[config.mk]
export PLATFORM = sky130hd
export DESIGN_NAME = pidaw_mac
export DESIGN_NICKNAME = d
export VERILOG_FILES = /design/src/sv/pidaw_pkg.sv /design/src/sv/pidaw_mac.sv
export SDC_FILE = /design/constraint.sdc
export NUM_CORES = 2
export LEC_CHECK = 0
export CORE_MARGIN = 2
export CORE_UTILIZATION = 54
export CTS_CLUSTER_DIAMETER = 100
export DETAILED_ROUTE_END_ITERATION = 10
export DONT_BUFFER_PORTS = 1
export PLACE_DENSITY = 0.72
export SYNTH_ARGS = -nofsm -noshare
export SYNTH_HDL_FRONTEND = slang
export SYNTH_SLANG_ARGS = --single-unit
[constraint.sdc]
create_clock -name clk -period 9.85 [get_ports clk]
set_input_delay 0 -clock clk [delete_from_list [all_inputs] [get_ports clk]]
set_output_delay 0 -clock clk [all_outputs]
set_load 0.005 [all_outputs]
[src/sv/pidaw_pkg.sv]
// ----------------------------------------------------------------------------
// pidaw_pkg
// Shared types, constants and helpers for the PID core with back-calculation
// anti-windup: widths, reset values, register indexes, sequencer states.
// ----------------------------------------------------------------------------
package pidaw_pkg;

  localparam int SAMPLE_BITS_DEF = 16;
  localparam int FRAC_BITS_DEF   = 16;

  localparam int GAIN_W     = 32;
  localparam int INTEG_W    = 40;
  localparam int OUT_W      = 32;
  localparam int WIDE_W     = 64;
  localparam int LIMB_W     = 32;
  localparam int MULB_W     = LIMB_W + 1;
  localparam int PROD_W     = GAIN_W + MULB_W;
  localparam int ACC_W      = WIDE_W + GAIN_W;
  localparam int CFG_IDX_W  = 3;
  localparam int CFG_DATA_W = 40;

  typedef logic signed [WIDE_W-1:0] wide_t;
  typedef logic signed [ACC_W-1:0]  acc_t;
  typedef logic signed [PROD_W-1:0] prod_t;
  typedef logic signed [MULB_W-1:0] mulb_t;
  typedef logic signed [GAIN_W-1:0] gain_t;

  localparam wide_t WIDE_LIM  = 64'sh4000_0000_0000_0000;
  localparam wide_t INT40_MAX = 64'sh0000_007F_FFFF_FFFF;
  localparam wide_t INT40_MIN = 64'shFFFF_FF80_0000_0000;

  localparam logic signed [INTEG_W-1:0] INTEG_MIN_RST = 40'sh80_0000_0000;
  localparam logic signed [INTEG_W-1:0] INTEG_MAX_RST = 40'sh7F_FFFF_FFFF;
  localparam logic signed [OUT_W-1:0]   OUT_MIN_RST   = 32'sh8000_0000;
  localparam logic signed [OUT_W-1:0]   OUT_MAX_RST   = 32'sh7FFF_FFFF;

  typedef enum logic [CFG_IDX_W-1:0] {
    CFG_PROP_GAIN,
    CFG_INTEG_GAIN,
    CFG_DERIV_GAIN,
    CFG_WINDUP_GAIN,
    CFG_INTEGRAL_MIN,
    CFG_INTEGRAL_MAX,
    CFG_OUTPUT_MIN,
    CFG_OUTPUT_MAX
  } cfg_idx_t;

  typedef enum logic [1:0] {
    ACC_HOLD,
    ACC_LOAD,
    ACC_ADD,
    ACC_SHIFT_ADD
  } acc_op_t;

  typedef struct packed {
    acc_op_t op;
    gain_t   a;
    mulb_t   b;
  } mac_cmd_t;

  typedef enum logic [4:0] {
    S_IDLE, S_INTEG, S_DTERM, S_IHI, S_ILO, S_IACC, S_SUM, S_CLIP, S_DIFF,
    S_C1HI, S_C1LO, S_C1ACC, S_C1SAT, S_CRHI, S_CRLO, S_CRACC, S_CRSAT,
    S_UPD, S_DONE
  } state_t;

  // low test first, so inverted bounds give the low bound below it, else the high bound
  function automatic wide_t clamp_wide(wide_t x, wide_t lo, wide_t hi);
    if (x < lo) return lo;
    if (hi < x) return hi;
    return x;
  endfunction

  function automatic wide_t sat_wide(acc_t x);
    if (x > acc_t'(WIDE_LIM)) return WIDE_LIM;
    if (x < -acc_t'(WIDE_LIM)) return -WIDE_LIM;
    return x[WIDE_W-1:0];
  endfunction

  function automatic mulb_t hi_limb(wide_t v);
    return {v[WIDE_W-1], v[WIDE_W-1:LIMB_W]};
  endfunction

  function automatic mulb_t lo_limb(wide_t v);
    return {1'b0, v[LIMB_W-1:0]};
  endfunction

endpackage

[src/sv/pidaw_mac.sv]
// ----------------------------------------------------------------------------
// pidaw_mac
// Shared multiply-accumulate: one registered 32x33 signed multiplier feeding
// a 96-bit accumulator that loads, adds, or shifts by one limb and adds.
// ----------------------------------------------------------------------------
module pidaw_mac (
  input  logic                clk,
  input  pidaw_pkg::mac_cmd_t cmd,
  output pidaw_pkg::acc_t     acc
);

  pidaw_pkg::prod_t prod;

  always_ff @(posedge clk) begin
    prod <= pidaw_pkg::prod_t'(cmd.a) * pidaw_pkg::prod_t'(cmd.b);
  end

  // op acts on the product issued in the previous cycle
  always_ff @(posedge clk) begin
    case (cmd.op)
      pidaw_pkg::ACC_LOAD:      acc <= pidaw_pkg::acc_t'(prod);
      pidaw_pkg::ACC_ADD:       acc <= acc + pidaw_pkg::acc_t'(prod);
      pidaw_pkg::ACC_SHIFT_ADD: acc <= (acc <<< pidaw_pkg::LIMB_W) + pidaw_pkg::acc_t'(prod);
      default:                  acc <= acc;
    endcase
  end

endmodule

==> flow_metrics.env <==
export IMPL_holdWs_ns=0.0430
export IMPL_dp_cells=6700
export IMPL_grt_busiest_layer="met2"
export IMPL_grt_max_degree=75
export IMPL_layout_commonest_cell="fa_1"
export IMPL_synthArstFlopShare_pct=0
export IMPL_design_area_sq_mm=0.0528
export IMPL_globalplace_congestion=0.960
export IMPL_die_width_um=313
export IMPL_routedWlPerCell_um=21.8
export IMPL_htreeDepth=4
export IMPL_grt_use_met1_pct=42.5
export IMPL_yosys_warnings=0
export IMPL_finalSetupTns_ns=0
export IMPL_status="complete, no violations"
export IMPL_grt_pass1_wl_mm=234
export IMPL_slew_headroom_pct=22.7
export IMPL_max_cap_violations=0
export IMPL_max_stage_delay_ns=1.03
export IMPL_fmax_ghz=0.140
export IMPL_cp_num_buf_inv=3
export IMPL_ctsResizeCount=0
export IMPL_drcViolationCount=0
export IMPL_clockBufferDepth=2
export IMPL_pin_count=164
export IMPL_drt_iter0_drc=2958
export IMPL_synth_ff_type="edfxtp_1"
export IMPL_antenna_found_initial=6
export IMPL_cts_root_buffer="clkbuf_16"
export IMPL_drt_first_pass_iters=6
export IMPL_worstSetupEndpoint="prod[62]$_DFF_P_"
export IMPL_num_vias=39700
export IMPL_yosys_cell_types_count=91
export IMPL_avgSynthCellArea_sq_um=9.03
export IMPL_end_kind="flip-flop"
export IMPL_numCtsBuffers=17
export IMPL_hpwl_mm=118
export IMPL_hold_start="cmd[66]"
export IMPL_globalRouteMet2Util_pct=49.0
export IMPL_first_global_vias=41900
export IMPL_worstPathMaxFanout=33
export IMPL_fin_cells=6746
export IMPL_cts_tree="yes"
export IMPL_syn_to_final_growth_pct=2.45
export IMPL_worst_path_stages=21
export IMPL_vias_per_cell=5.88
export IMPL_cts_num_sinks=161
export IMPL_drt_total_wl_mm=147
export IMPL_drv_slew=0
export IMPL_nets=6991
export IMPL_fin_skew_ns=0.0258
export IMPL_crit_family="adder cells"
export IMPL_worstHoldPathType="in -> reg"
export IMPL_r2r_end="acc[72]$_DFFE_PP_"
export IMPL_ys_seq_elements=161
export IMPL_cts_setup_buffers=0
export IMPL_setup_worst_path_start_class="input pin"
export IMPL_synth_edf_count=96
export IMPL_clock_latency_ns=0.49
export IMPL_portBuffers=0
export IMPL_synth_area_sq_mm=0.0515
export IMPL_fillCellCount=8455
export IMPL_tightest_slew_ns=1.16
export IMPL_die_y_um=313
export IMPL_grt_use_met3_pct=7.25
export IMPL_place_area_sq_mm=0.0521
export IMPL_r2r_cells=11
export IMPL_syn_inst=5709
export IMPL_core_area_sq_mm=0.0947
export IMPL_final_cell_mix="1114 x fa_1, 1024 x inv_1, 712 x nand2_1"
export IMPL_min_period_ns=7.15
export IMPL_grtUsageTotal_pct=30.6
export IMPL_arrival_ns=7.50
export IMPL_hold_violations=0
export IMPL_ant_nets=0
export IMPL_fp_dieArea_sq_mm=0.0979
export IMPL_start_util_pct=54.4
export IMPL_crit_chain="nand2_1 > inv_1 > fa_1 > fa_1 > fa_1 > fa_1 > inv_1 > fa_1 > inv_1 > fa_1 > fa_1 > fa_1 > ha_1 > nand4_1 > nor3_1 > o21ai_1 > a21oi_1 > o32ai_2 > o31ai_2 > mux2i_1 > a211oi_1"
export IMPL_yosysSeqAreaShare_pct=8.12
export IMPL_rows=113
export IMPL_cp_required_ns=10.19
export IMPL_drive_gt1_share_pct=1.62
export IMPL_slowest_stage="fa_1"
export IMPL_r2r_setup_slack_ns=5.13
export IMPL_post_route_period_util_pct=72.6
export IMPL_setup_viol=0
export IMPL_overflow=0
export IMPL_cts_clk_slew_worst_paths_ns=0.07
export IMPL_syn_nets=7235
export IMPL_r2r_start="acc[16]$_DFFE_PP_"
export IMPL_cp_startpoint="cmd[35]"
export IMPL_rsz0062_at_grt="no"
export IMPL_cpMostUsedCell="fa_1"
export IMPL_path_class="in -> reg"
[state kept, by name (all words and copies together), names as in the netlist]
name / flops
acc: 96
prod: 65
[per-stage QoR]
stage | worst slack (ns) | utilization (%)
2_1_floorplan | 2.86 | -
3_3_place_gp | 2.34 | 55.0
3_5_place_dp | 2.23 | 55.0
4_1_cts | 2.69 | 55.7
5_1_grt | 2.22 | 55.7
6_report | 2.70 | 55.7
[kinds of logic after synthesis]
family,share of synthesized area [%]
simple gates,15.9
fa+ha+maj,51.6
buf+inv,9.58
compound gates,11.1
xor+xnor,3.60
flops,8.12
mux,0.0971
[worst min path at each step]
stage          cells after the start           endpoint
5_1_grt                            3  acc[36]$_DFFE_PP_
3_5_place_dp                       1    prod[0]$_DFF_P_
2_1_floorplan                      1    prod[0]$_DFF_P_
4_1_cts                            3  acc[92]$_DFFE_PP_
6_report                           3  acc[92]$_DFFE_PP_
3_3_place_gp                       1    prod[0]$_DFF_P_
[routing by layer]
metal	part of all wire [%]	vias up
met5	0.031	-
met3	9.8	250
met1	42	20300
li1	-	17400
met4	2.2	8
met2	46	1764
[synthesized netlist by cell type (13+ instances only)]
library cell,number,area [sq um]
a21o_1,102,766
o21a_1,28,210
edfxtp_1,96,2880
nand2b_1,19,119
nor3_1,31,155
nor2_1,177,664
a21oi_1,299,1500
ha_1,344,4300
xnor2_1,142,1240
o211ai_1,18,135
nand2_1,714,2680
nand3_1,55,275
and3_1,21,131
inv_1,1024,3840
dfxtp_1,65,1300
o21bai_1,56,420
o221ai_1,20,175
o21ai_0,185,926
clkbuf_1,266,998
xor2_1,70,613
a211oi_1,24,180
fa_1,1114,22300
and2_1,546,3420
nand4_1,54,338
nor2b_1,13,81.3
a31oi_1,31,194
[final cells by class]
cell class | instances | area, sq um | area share [%]
clock buffers | 18 | 429 | 0.813
multi-input cells | 4242 | 42400 | 80.4
flip-flops and latches | 161 | 4190 | 7.93
repair buffers | 18 | 190 | 0.360
inverters | 1025 | 3850 | 7.29
clock inverters | 14 | 133 | 0.251
well taps | 1265 | 1580 | 3.00
diodes | 3 | 7.51 | 0.0142
[tightest hold or removal path, stage by stage]
cell	delay, ns
nor2b_1	0.11
a21oi_1	0.15
o21ai_0	0.09
[timing repair]
action / 4_1_cts / 5_1_grt
hold buffers: 11 / 0
setup endpoints to repair: 0 / 0
hold endpoints to repair: 35 / 0
Power is not shown: default switching activity piles up to over one toggle a cycle in this logic, so the estimate is an artifact.
